## config.mk

```make
export PLATFORM = sky130hd
export DESIGN_NAME = utf8_case_transcoder
export DESIGN_NICKNAME = d
export VERILOG_FILES = /design/src/sv/uct_pkg.sv /design/src/sv/utf8_case_transcoder.sv /design/src/sv/uct_front.sv /design/src/sv/uct_queue.sv /design/src/sv/uct_back.sv
export SDC_FILE = /design/constraint.sdc
export NUM_CORES = 1
export LEC_CHECK = 0
export BUFFER_PORTS_ARGS = -buffer_cell sky130_fd_sc_hd__buf_4
export CORE_ASPECT_RATIO = 1.25
export CORE_MARGIN = 10
export CORE_UTILIZATION = 45
export CTS_CLUSTER_SIZE = 25
export DETAILED_ROUTE_END_ITERATION = 16
export GPL_ROUTABILITY_DRIVEN = 0
export PLACE_DENSITY_LB_ADDON = 0.15
export REMOVE_ABC_BUFFERS = 1
export SKIP_LAST_GASP = 1
export SLEW_MARGIN = 20
export SYNTH_ARGS = -nofsm -noshare
export SYNTH_HDL_FRONTEND = slang
export SYNTH_SLANG_ARGS = --single-unit
```

## constraint.sdc

```tcl
create_clock -name clk -period 4.9 [get_ports clk]
set_clock_uncertainty 0.15 [all_clocks]
set_input_delay 0 -clock clk [delete_from_list [all_inputs] [get_ports clk]]
set_output_delay 0 -clock clk [all_outputs]
set_load 0.05 [all_outputs]
```

## src/sv/uct_pkg.sv

```systemverilog
package uct_pkg;

  localparam int CP_W        = 21;
  localparam int QUEUE_DEPTH = 4;
  localparam int CFG_IDX_W   = 1;
  localparam int CFG_DATA_W  = 2;

  localparam logic [CP_W-1:0] CP_REPL = 21'h00FFFD;

  localparam logic [CFG_IDX_W-1:0] CFG_CASE_MODE = 1'b0;
  localparam logic [CFG_IDX_W-1:0] CFG_LATIN5    = 1'b1;

  typedef enum logic [1:0] {
    CASE_KEEP  = 2'd0,
    CASE_LOWER = 2'd1,
    CASE_UPPER = 2'd2,
    CASE_FOLD  = 2'd3
  } case_mode_t;

  // One decoded code point on its way to the encoder.
  typedef struct packed {
    logic [CP_W-1:0] cp;
    logic            replaced;
    logic            eot;
    logic            last;
  } token_t;

endpackage

```

## src/sv/utf8_case_transcoder.sv

```systemverilog
// Streaming UTF-8 case mapper with Turkish rules. A byte enters each cycle
// while the short token queue between decoder and encoder has room; a
// rejected pending sequence first has the decoder drain its held bytes as
// stray tokens before the new byte is taken. The encoder sends one UTF-8
// byte per cycle from its output register unless out_ready stalls it, so a
// code point of k output bytes holds it until all k are sent: plain ASCII
// runs at one byte in and one byte out per cycle, and multi-byte results
// throttle the input through the queue. Configuration must be written by
// the user only while the block is idle; the block does not enforce it.
module utf8_case_transcoder #(
  parameter int QUEUE_DEPTH = uct_pkg::QUEUE_DEPTH
) (
  input  logic                           clk,
  input  logic                           rst_n,
  input  logic                           cfg_we,
  input  logic [uct_pkg::CFG_IDX_W-1:0]  cfg_index,
  input  logic [uct_pkg::CFG_DATA_W-1:0] cfg_wdata,
  input  logic                           in_valid,
  output logic                           in_ready,
  input  logic [7:0]                     in_byte,
  output logic                           out_valid,
  input  logic                           out_ready,
  output logic [7:0]                     out_byte,
  output logic                           out_replaced,
  output logic                           out_end_of_text,
  output logic                           out_last_of_run
);

  uct_pkg::case_mode_t case_mode_r;
  logic                latin5_r;

  logic            push, q_full, q_pop, q_nonempty;
  uct_pkg::token_t push_tok, head_tok;

  always_ff @(posedge clk) begin
    if (!rst_n) begin
      case_mode_r <= uct_pkg::CASE_LOWER;
      latin5_r    <= 1'b0;
    end else if (cfg_we) begin
      case (cfg_index)
        uct_pkg::CFG_CASE_MODE: case_mode_r <= uct_pkg::case_mode_t'(cfg_wdata[1:0]);
        uct_pkg::CFG_LATIN5:    latin5_r    <= cfg_wdata[0];
        default: ;
      endcase
    end
  end

  uct_front u_front (
    .clk      (clk),
    .rst_n    (rst_n),
    .latin5   (latin5_r),
    .in_valid (in_valid),
    .in_ready (in_ready),
    .in_byte  (in_byte),
    .q_full   (q_full),
    .push     (push),
    .push_tok (push_tok)
  );

  uct_queue #(
    .DEPTH (QUEUE_DEPTH)
  ) u_queue (
    .clk      (clk),
    .rst_n    (rst_n),
    .push     (push),
    .push_tok (push_tok),
    .full     (q_full),
    .pop      (q_pop),
    .nonempty (q_nonempty),
    .head_tok (head_tok)
  );

  uct_back u_back (
    .clk             (clk),
    .rst_n           (rst_n),
    .case_mode       (case_mode_r),
    .q_nonempty      (q_nonempty),
    .q_tok           (head_tok),
    .q_pop           (q_pop),
    .out_valid       (out_valid),
    .out_ready       (out_ready),
    .out_byte        (out_byte),
    .out_replaced    (out_replaced),
    .out_end_of_text (out_end_of_text),
    .out_last_of_run (out_last_of_run)
  );

endmodule

```

## src/sv/uct_front.sv

```systemverilog
module uct_front (
  input  logic            clk,
  input  logic            rst_n,
  input  logic            latin5,
  input  logic            in_valid,
  output logic            in_ready,
  input  logic [7:0]      in_byte,
  input  logic            q_full,
  output logic            push,
  output uct_pkg::token_t push_tok
);

  logic [7:0] held_r [3];
  logic [7:0] held_nxt [3];
  logic [1:0] hcnt_r, hcnt_nxt;

  logic [7:0]                 h0;
  logic [2:0]                 need;
  logic                       complete;
  logic [uct_pkg::CP_W-1:0]   cp;
  logic [uct_pkg::CP_W-1:0]   minv;
  logic                       bad;
  logic                       flush;
  logic                       b_cont;
  logic                       b_lead;

  function automatic logic [uct_pkg::CP_W-1:0] latin5_cp(input logic [7:0] b);
    logic [uct_pkg::CP_W-1:0] r;
    case (b)
      8'hD0:   r = 21'h00011E;
      8'hDD:   r = 21'h000130;
      8'hDE:   r = 21'h00015E;
      8'hF0:   r = 21'h00011F;
      8'hFD:   r = 21'h000131;
      8'hFE:   r = 21'h00015F;
      default: r = {13'd0, b};
    endcase
    return r;
  endfunction

  function automatic uct_pkg::token_t inv_tok(input logic [7:0] b, input logic l5,
                                              input logic last);
    uct_pkg::token_t t;
    t.cp       = l5 ? latin5_cp(b) : uct_pkg::CP_REPL;
    t.replaced = 1'b1;
    t.eot      = 1'b0;
    t.last     = last;
    return t;
  endfunction

  assign h0     = held_r[0];
  assign b_cont = (in_byte[7:6] == 2'b10);
  assign b_lead = in_byte inside {[8'hC0:8'hF7]};

  always_comb begin
    if (h0 inside {[8'hC0:8'hDF]}) begin
      need = 3'd2;
    end else if (h0 inside {[8'hE0:8'hEF]}) begin
      need = 3'd3;
    end else if (h0 inside {[8'hF0:8'hF7]}) begin
      need = 3'd4;
    end else begin
      need = 3'd0;
    end
  end

  always_comb begin
    case (need)
      3'd2: begin
        cp   = {10'd0, h0[4:0], in_byte[5:0]};
        minv = 21'h000080;
      end
      3'd3: begin
        cp   = {5'd0, h0[3:0], held_r[1][5:0], in_byte[5:0]};
        minv = 21'h000800;
      end
      3'd4: begin
        cp   = {h0[2:0], held_r[1][5:0], held_r[2][5:0], in_byte[5:0]};
        minv = 21'h010000;
      end
      default: begin
        cp   = '0;
        minv = '0;
      end
    endcase
  end

  assign complete = (({1'b0, hcnt_r} + 3'd1) == need);
  assign bad      = (cp < minv) || ((cp >= 21'h00D800) && (cp <= 21'h00DFFF)) ||
                    (cp > 21'h10FFFF);

  // Held bytes are a lead and continuations; after a rejected lead the rest
  // drain as stray bytes before the new one, one per cycle unless q_full.
  assign flush = (hcnt_r != 2'd0) &&
                 ((h0[7:6] == 2'b10) || !b_cont || (complete && bad));

  assign in_ready = !q_full && !flush;

  always_comb begin
    held_nxt = held_r;
    hcnt_nxt = hcnt_r;
    push     = 1'b0;
    push_tok = '0;
    if (in_valid && !q_full) begin
      if (flush) begin
        push        = 1'b1;
        push_tok    = inv_tok(h0, latin5, (hcnt_r == 2'd1) && b_lead);
        held_nxt[0] = held_r[1];
        held_nxt[1] = held_r[2];
        hcnt_nxt    = hcnt_r - 2'd1;
      end else if (hcnt_r == 2'd0) begin
        if (in_byte == 8'h00) begin
          push          = 1'b1;
          push_tok.eot  = 1'b1;
          push_tok.last = 1'b1;
        end else if (!in_byte[7]) begin
          push          = 1'b1;
          push_tok.cp   = {13'd0, in_byte};
          push_tok.last = 1'b1;
        end else if (b_lead) begin
          held_nxt[0] = in_byte;
          hcnt_nxt    = 2'd1;
        end else begin
          push     = 1'b1;
          push_tok = inv_tok(in_byte, latin5, 1'b1);
        end
      end else if (complete) begin
        push          = 1'b1;
        push_tok.cp   = cp;
        push_tok.last = 1'b1;
        hcnt_nxt      = 2'd0;
      end else begin
        held_nxt[hcnt_r] = in_byte;
        hcnt_nxt         = hcnt_r + 2'd1;
      end
    end
  end

  always_ff @(posedge clk) begin
    held_r <= held_nxt;
    if (!rst_n) begin
      hcnt_r <= 2'd0;
    end else begin
      hcnt_r <= hcnt_nxt;
    end
  end

endmodule

```

## src/sv/uct_queue.sv

```systemverilog
module uct_queue #(
  parameter int DEPTH = uct_pkg::QUEUE_DEPTH
) (
  input  logic            clk,
  input  logic            rst_n,
  input  logic            push,
  input  uct_pkg::token_t push_tok,
  output logic            full,
  input  logic            pop,
  output logic            nonempty,
  output uct_pkg::token_t head_tok
);

  localparam int AW = (DEPTH > 1) ? $clog2(DEPTH) : 1;
  localparam int CW = $clog2(DEPTH + 1);

  uct_pkg::token_t mem_r [DEPTH];
  logic [AW-1:0] wr_r, wr_nxt, rd_r, rd_nxt;
  logic [CW-1:0] cnt_r, cnt_nxt;
  logic          do_push, do_pop;

  assign full     = (cnt_r == CW'(DEPTH));
  assign nonempty = (cnt_r != '0);
  assign head_tok = mem_r[rd_r];
  assign do_push  = push && !full;
  assign do_pop   = pop && nonempty;

  always_comb begin
    wr_nxt  = wr_r;
    rd_nxt  = rd_r;
    cnt_nxt = cnt_r;
    if (do_push) begin
      wr_nxt = (wr_r == AW'(DEPTH - 1)) ? '0 : wr_r + AW'(1);
    end
    if (do_pop) begin
      rd_nxt = (rd_r == AW'(DEPTH - 1)) ? '0 : rd_r + AW'(1);
    end
    if (do_push && !do_pop) begin
      cnt_nxt = cnt_r + CW'(1);
    end else if (do_pop && !do_push) begin
      cnt_nxt = cnt_r - CW'(1);
    end
  end

  always_ff @(posedge clk) begin
    if (do_push) begin
      mem_r[wr_r] <= push_tok;
    end
    if (!rst_n) begin
      wr_r  <= '0;
      rd_r  <= '0;
      cnt_r <= '0;
    end else begin
      wr_r  <= wr_nxt;
      rd_r  <= rd_nxt;
      cnt_r <= cnt_nxt;
    end
  end

endmodule

```

## src/sv/uct_back.sv

```systemverilog
module uct_back (
  input  logic                clk,
  input  logic                rst_n,
  input  uct_pkg::case_mode_t case_mode,
  input  logic                q_nonempty,
  input  uct_pkg::token_t     q_tok,
  output logic                q_pop,
  output logic                out_valid,
  input  logic                out_ready,
  output logic [7:0]          out_byte,
  output logic                out_replaced,
  output logic                out_end_of_text,
  output logic                out_last_of_run
);

  localparam int W = uct_pkg::CP_W;

  logic [7:0] bbuf_r [4];
  logic [7:0] bbuf_nxt [4];
  logic [2:0] bcnt_r, bcnt_nxt;
  logic       brepl_r, brepl_nxt, beot_r, beot_nxt, blast_r, blast_nxt;

  logic       ovalid_r, ovalid_nxt;
  logic [7:0] obyte_r, obyte_nxt;
  logic       orepl_r, orepl_nxt, oeot_r, oeot_nxt, olast_r, olast_nxt;

  logic [W-1:0] m;
  logic [7:0]   enc [4];
  logic [2:0]   enc_n;
  logic         out_load, buf_free;

  function automatic logic [W-1:0] map_lower(input logic [W-1:0] c);
    logic [W-1:0] r;
    r = c;
    if (c inside {[21'h41:21'h5A]}) begin
      r = (c == 21'h49) ? 21'h131 : c + W'(32);
    end else if (c == 21'h130) begin
      r = 21'h69;
    end else if (c == 21'h11E || c == 21'h15E) begin
      r = c + W'(1);
    end else if (c inside {[21'hC0:21'hDE]} && c != 21'hD7) begin
      r = c + W'(32);
    end
    return r;
  endfunction

  function automatic logic [W-1:0] map_upper(input logic [W-1:0] c);
    logic [W-1:0] r;
    r = c;
    if (c inside {[21'h61:21'h7A]}) begin
      r = (c == 21'h69) ? 21'h130 : c - W'(32);
    end else if (c == 21'h131) begin
      r = 21'h49;
    end else if (c == 21'h11F || c == 21'h15F) begin
      r = c - W'(1);
    end else if (c inside {[21'hE0:21'hFE]} && c != 21'hF7) begin
      r = c - W'(32);
    end
    return r;
  endfunction

  function automatic logic [W-1:0] map_case(input uct_pkg::case_mode_t mode,
                                            input logic [W-1:0] c);
    logic [W-1:0] r;
    case (mode)
      uct_pkg::CASE_LOWER: r = map_lower(c);
      uct_pkg::CASE_UPPER: r = map_upper(c);
      uct_pkg::CASE_FOLD: begin
        r = map_lower(c);
        if (r == 21'h131) begin
          r = 21'h69;
        end
      end
      default: r = c;
    endcase
    return r;
  endfunction

  // U+FFFD and the terminator are left alone by every mapping.
  assign m = map_case(case_mode, q_tok.cp);

  always_comb begin
    enc[0] = '0;
    enc[1] = '0;
    enc[2] = '0;
    enc[3] = '0;
    if (m < 21'h80) begin
      enc_n  = 3'd1;
      enc[0] = m[7:0];
    end else if (m < 21'h800) begin
      enc_n  = 3'd2;
      enc[0] = {3'b110, m[10:6]};
      enc[1] = {2'b10, m[5:0]};
    end else if (m < 21'h10000) begin
      enc_n  = 3'd3;
      enc[0] = {4'b1110, m[15:12]};
      enc[1] = {2'b10, m[11:6]};
      enc[2] = {2'b10, m[5:0]};
    end else begin
      enc_n  = 3'd4;
      enc[0] = {5'b11110, m[20:18]};
      enc[1] = {2'b10, m[17:12]};
      enc[2] = {2'b10, m[11:6]};
      enc[3] = {2'b10, m[5:0]};
    end
  end

  assign out_load = (bcnt_r != 3'd0) && (!ovalid_r || out_ready);
  assign buf_free = (bcnt_r == 3'd0) || ((bcnt_r == 3'd1) && out_load);
  assign q_pop    = q_nonempty && buf_free;

  always_comb begin
    ovalid_nxt = ovalid_r;
    obyte_nxt  = obyte_r;
    orepl_nxt  = orepl_r;
    oeot_nxt   = oeot_r;
    olast_nxt  = olast_r;
    if (out_load) begin
      ovalid_nxt = 1'b1;
      obyte_nxt  = bbuf_r[0];
      orepl_nxt  = brepl_r;
      oeot_nxt   = beot_r;
      olast_nxt  = blast_r && (bcnt_r == 3'd1);
    end else if (out_ready) begin
      ovalid_nxt = 1'b0;
    end
  end

  always_comb begin
    bbuf_nxt  = bbuf_r;
    bcnt_nxt  = bcnt_r;
    brepl_nxt = brepl_r;
    beot_nxt  = beot_r;
    blast_nxt = blast_r;
    if (q_pop) begin
      bbuf_nxt  = enc;
      bcnt_nxt  = enc_n;
      brepl_nxt = q_tok.replaced;
      beot_nxt  = q_tok.eot;
      blast_nxt = q_tok.last;
    end else if (out_load) begin
      bbuf_nxt[0] = bbuf_r[1];
      bbuf_nxt[1] = bbuf_r[2];
      bbuf_nxt[2] = bbuf_r[3];
      bcnt_nxt    = bcnt_r - 3'd1;
    end
  end

  always_ff @(posedge clk) begin
    bbuf_r  <= bbuf_nxt;
    brepl_r <= brepl_nxt;
    beot_r  <= beot_nxt;
    blast_r <= blast_nxt;
    obyte_r <= obyte_nxt;
    orepl_r <= orepl_nxt;
    oeot_r  <= oeot_nxt;
    olast_r <= olast_nxt;
    if (!rst_n) begin
      bcnt_r   <= 3'd0;
      ovalid_r <= 1'b0;
    end else begin
      bcnt_r   <= bcnt_nxt;
      ovalid_r <= ovalid_nxt;
    end
  end

  assign out_valid       = ovalid_r;
  assign out_byte        = obyte_r;
  assign out_replaced    = orepl_r;
  assign out_end_of_text = oeot_r;
  assign out_last_of_run = olast_r;

endmodule

```

==> results.sh <==
export IMPL_status="completed"
export IMPL_initial_antenna_violation_count=0
export IMPL_cts_clk_slew_worst_paths_ns=0.08
export IMPL_cts_sinks=181
export IMPL_floorplan_initialDensity_pct=45.8
export IMPL_crit_type="register to register"
export IMPL_yosysMostFrequentCell="sky130_fd_sc_hd__edfxtp_1"
export IMPL_fin_crit_ns=4.66
export IMPL_fin_crit_sh_pct=95.1
export IMPL_synth_top_area_share_pct=47.8
export IMPL_number_of_synthesized_flops_with_an_enable_pin=163
export IMPL_path_cells="buf_12 > mux4_2 > ha_1 > and4bb_4 > and4_1 > o2111ai_2 > a311oi_2 > or3_1 > o21bai_4 > nor4b_4 > and2_4 > nor2_1 > a22o_1"
export IMPL_dr_total_vias=7759
export IMPL_slowest_delay_ns=0.54
export IMPL_dpl_hpwl_um=18400
export IMPL_postCtsSetupRepairBufs=0
export IMPL_cts_repair_resized=0
export IMPL_io_pin_count=29
export IMPL_ys_dominant_reg_cell="sky130_fd_sc_hd__edfxtp_1"
export IMPL_grt_use_total_pct=17.6
export IMPL_worst_skew_pair_late_latency_ns=0.44
export IMPL_critPathBufInv=1
export IMPL_core_um2=22400
export IMPL_worst_path_max_delay_cell="sky130_fd_sc_hd__mux4_2"
export IMPL_post_route_cells_drive_above_1_share_pct=14.9
export IMPL_core_rowCount=61
export IMPL_route_detailed_vias_per_inst=6.01
export IMPL_critPathLaunchType="register"
export IMPL_drt_antenna_net_count=0
export IMPL_synth_warnings=0
export IMPL_critical_path_top_delay_family="simple AND/OR/NAND/NOR gates"
export IMPL_fp_dieArea_um2=29200
export IMPL_report_power_total_uw=6540
export IMPL_area_delta_synth_final_pct=13.8
export IMPL_antenna_cells=0
export IMPL_syn_cell_area_um2=10200
export IMPL_synth_top_cells_by_count="sky130_fd_sc_hd__edfxtp_1, sky130_fd_sc_hd__nor2_1, sky130_fd_sc_hd__nand2_1"
export IMPL_report_final_slew_viol_count=0
export IMPL_cap_viol_max_count=0
export IMPL_power_density_cell_area_nw_per_um2=561
export IMPL_maximum_number_of_pins_on_one_net_before_global_route_repair=41
export IMPL_post_route_drc_count=0
export IMPL_first_global_vias=7914
export IMPL_first_pass_iters=6
export IMPL_gr_total_overflow=0
export IMPL_synth_top_cells_by_area="sky130_fd_sc_hd__edfxtp_1, sky130_fd_sc_hd__mux4_2, sky130_fd_sc_hd__dfxtp_1"
export IMPL_htreeDepth=4
export IMPL_cts_buffers_inserted=17
export IMPL_place_inst=1239
export IMPL_timing_final_setup_violations=0
export IMPL_irDropWorstVdd_mv=0.319
export IMPL_detail_route_wl_per_cell_um=19.9
export IMPL_synth_async_sr_flop_share_pct=0
export IMPL_worst_hold_check_path_type="input port to register"
export IMPL_tritoncts="done"
export IMPL_finalNetCount=1035
export IMPL_worstSetupEndpointType="register"
export IMPL_drt_initial_drc_count=560
export IMPL_layoutNonFillerInstCount=1291
export IMPL_fmax_ghz=0.215
export IMPL_synth_yosys_seq_area_share_pct=51.3
export IMPL_rsz_0062_raised_after_global_routing="no"
export IMPL_fp_dieW_um=155
export IMPL_syn_mean_instance_area_um2=10.8
export IMPL_fp_dieH_um=189
export IMPL_cts_hold_repair_buffers=19
export IMPL_drt_wl_total_um=25700
export IMPL_port_buffers=28
export IMPL_max_slew_worst_pin_slew_ns=1.00
export IMPL_timing_final_hold_violations=0
export IMPL_wire_length_of_the_first_global_routing_pass_um=41600
export IMPL_static_leakage_power_uw=0.00409
export IMPL_worst_endpoint_arrival_ns=4.70
export IMPL_synth_seq_cells=181
export IMPL_clock_tree_root_driver_cell="sky130_fd_sc_hd__clkbuf_16"
export IMPL_critical_path_peak_fanout=22
export IMPL_post_synth_top_area_cell="sky130_fd_sc_hd__edfxtp_1"
export IMPL_synth_cell_type_count=91
export IMPL_maximum_clock_insertion_buffer_count=2
export IMPL_slew_headroom_pct=33.2
export IMPL_post_synth_inst_count=945
export IMPL_required_ns=4.94
## state kept, by name (all words and copies together), names as in the netlist, 2 cells and up, named ones only
name             cells
u_queue.rd_r         2
u_back.bbuf_r       29
u_back.bcnt_r        3
u_back.out_byte      8
u_queue.cnt_r        3
u_front.held_r      16
u_queue.wr_r         2
u_front.h0           8
u_queue.mem_r       96
case_mode_r          2
u_front.hcnt_r       2
## path summary, 6_finish.rpt
path	from	to	slack (ns)	cells past startpoint
setup / recovery	register	u_back.bbuf_r[16]	0.24	13
hold / removal	in_valid	u_queue.mem_r[0][1]	0.1	3
setup reg to reg	register	u_back.bbuf_r[16]	0.24	13
hold reg to reg	u_back.beot_r	u_back.out_end_of_text	0.27	0
## worst reg2reg max path, cell delays in order (launching register included)
cell and delay [ns]:
sky130_fd_sc_hd__dfxtp_1 0.38, sky130_fd_sc_hd__buf_12 0.21, sky130_fd_sc_hd__mux4_2 0.55, sky130_fd_sc_hd__ha_1 0.27, sky130_fd_sc_hd__and4bb_4 0.24, sky130_fd_sc_hd__and4_1 0.21
sky130_fd_sc_hd__o2111ai_2 0.50, sky130_fd_sc_hd__a311oi_2 0.23, sky130_fd_sc_hd__or3_1 0.45, sky130_fd_sc_hd__o21bai_4 0.29, sky130_fd_sc_hd__nor4b_4 0.40, sky130_fd_sc_hd__and2_4 0.24
sky130_fd_sc_hd__nor2_1 0.07, sky130_fd_sc_hd__a22o_1 0.23
## per-layer routing
metal | wire length (µm) | up-vias | part of all wire (%) | GRT usage, %
met5 | 0 | - | 0 | 0
met4 | 1070 | 0 | 4.1 | 8.99
met3 | 1270 | 78 | 4.9 | 3.10
met2 | 13000 | 309 | 51 | 30.5
met1 | 10400 | 3673 | 40 | 20.2
li1 | - | 3699 | - | -
## cell families after synthesis
kind of cell / synth area share (%)
buffers and inverters: 3.93
DFF: 51.3
muxes: 6.44
AOI/OAI and AO/OA: 16.1
adders and majority gates: 3.00
and+or+nand+nor: 18.3
xor gates and xnor gates: 0.855
## per-stage QoR
stage	area (µm²)	setup TNS (ns)	hold WS (ns)	setup slack (ns)	util (%)
2_1_floorplan	9950	-6.69	-0.0881	-0.520	-
3_3_place_gp	10900	0	0.0800	0.364	48.6
3_5_place_dp	10900	0	0.0890	0.259	48.6
4_1_cts	11600	0	0.0549	0.264	52.1
5_1_grt	11700	0	0.112	0.0428	52.1
6_report	11700	0	0.0970	0.241	52.1
## report_power, final
group	switching (µW)	leakage, µW	internal (µW)
Sequential	144	0.00167	2200
Combinational	1830	0.00214	1030
Clock	651	0.000283	685
Total	2620	0.00409	3920
## placed cells by master, fill, tap and decap left out, types with 19 or more instances in the layout
master                          count
sky130_fd_sc_hd__o21ai_0           58
sky130_fd_sc_hd__buf_4             69
sky130_fd_sc_hd__inv_1             29
sky130_fd_sc_hd__nor3_1            33
sky130_fd_sc_hd__and2_1            19
sky130_fd_sc_hd__nand2_1           88
sky130_fd_sc_hd__nand3_1           34
sky130_fd_sc_hd__a21oi_1           58
sky130_fd_sc_hd__edfxtp_1         163
sky130_fd_sc_hd__dlygate4sd3_1     19
sky130_fd_sc_hd__nor2_1            95
sky130_fd_sc_hd__ha_1              23
## cell type report
| type | count | area (µm²) |
|---|---|---|
| Fill cell | 1967 | 10700 |
| Sequential cell | 181 | 5260 |
| Multi-Input combinational cell | 675 | 4590 |
| Timing Repair Buffer | 91 | 759 |
| Clock buffer | 18 | 429 |
| Tap cell | 283 | 354 |
| Clock inverter | 14 | 159 |
| Inverter | 29 | 109 |
Note: power is estimated with default switching activity, not from simulation.
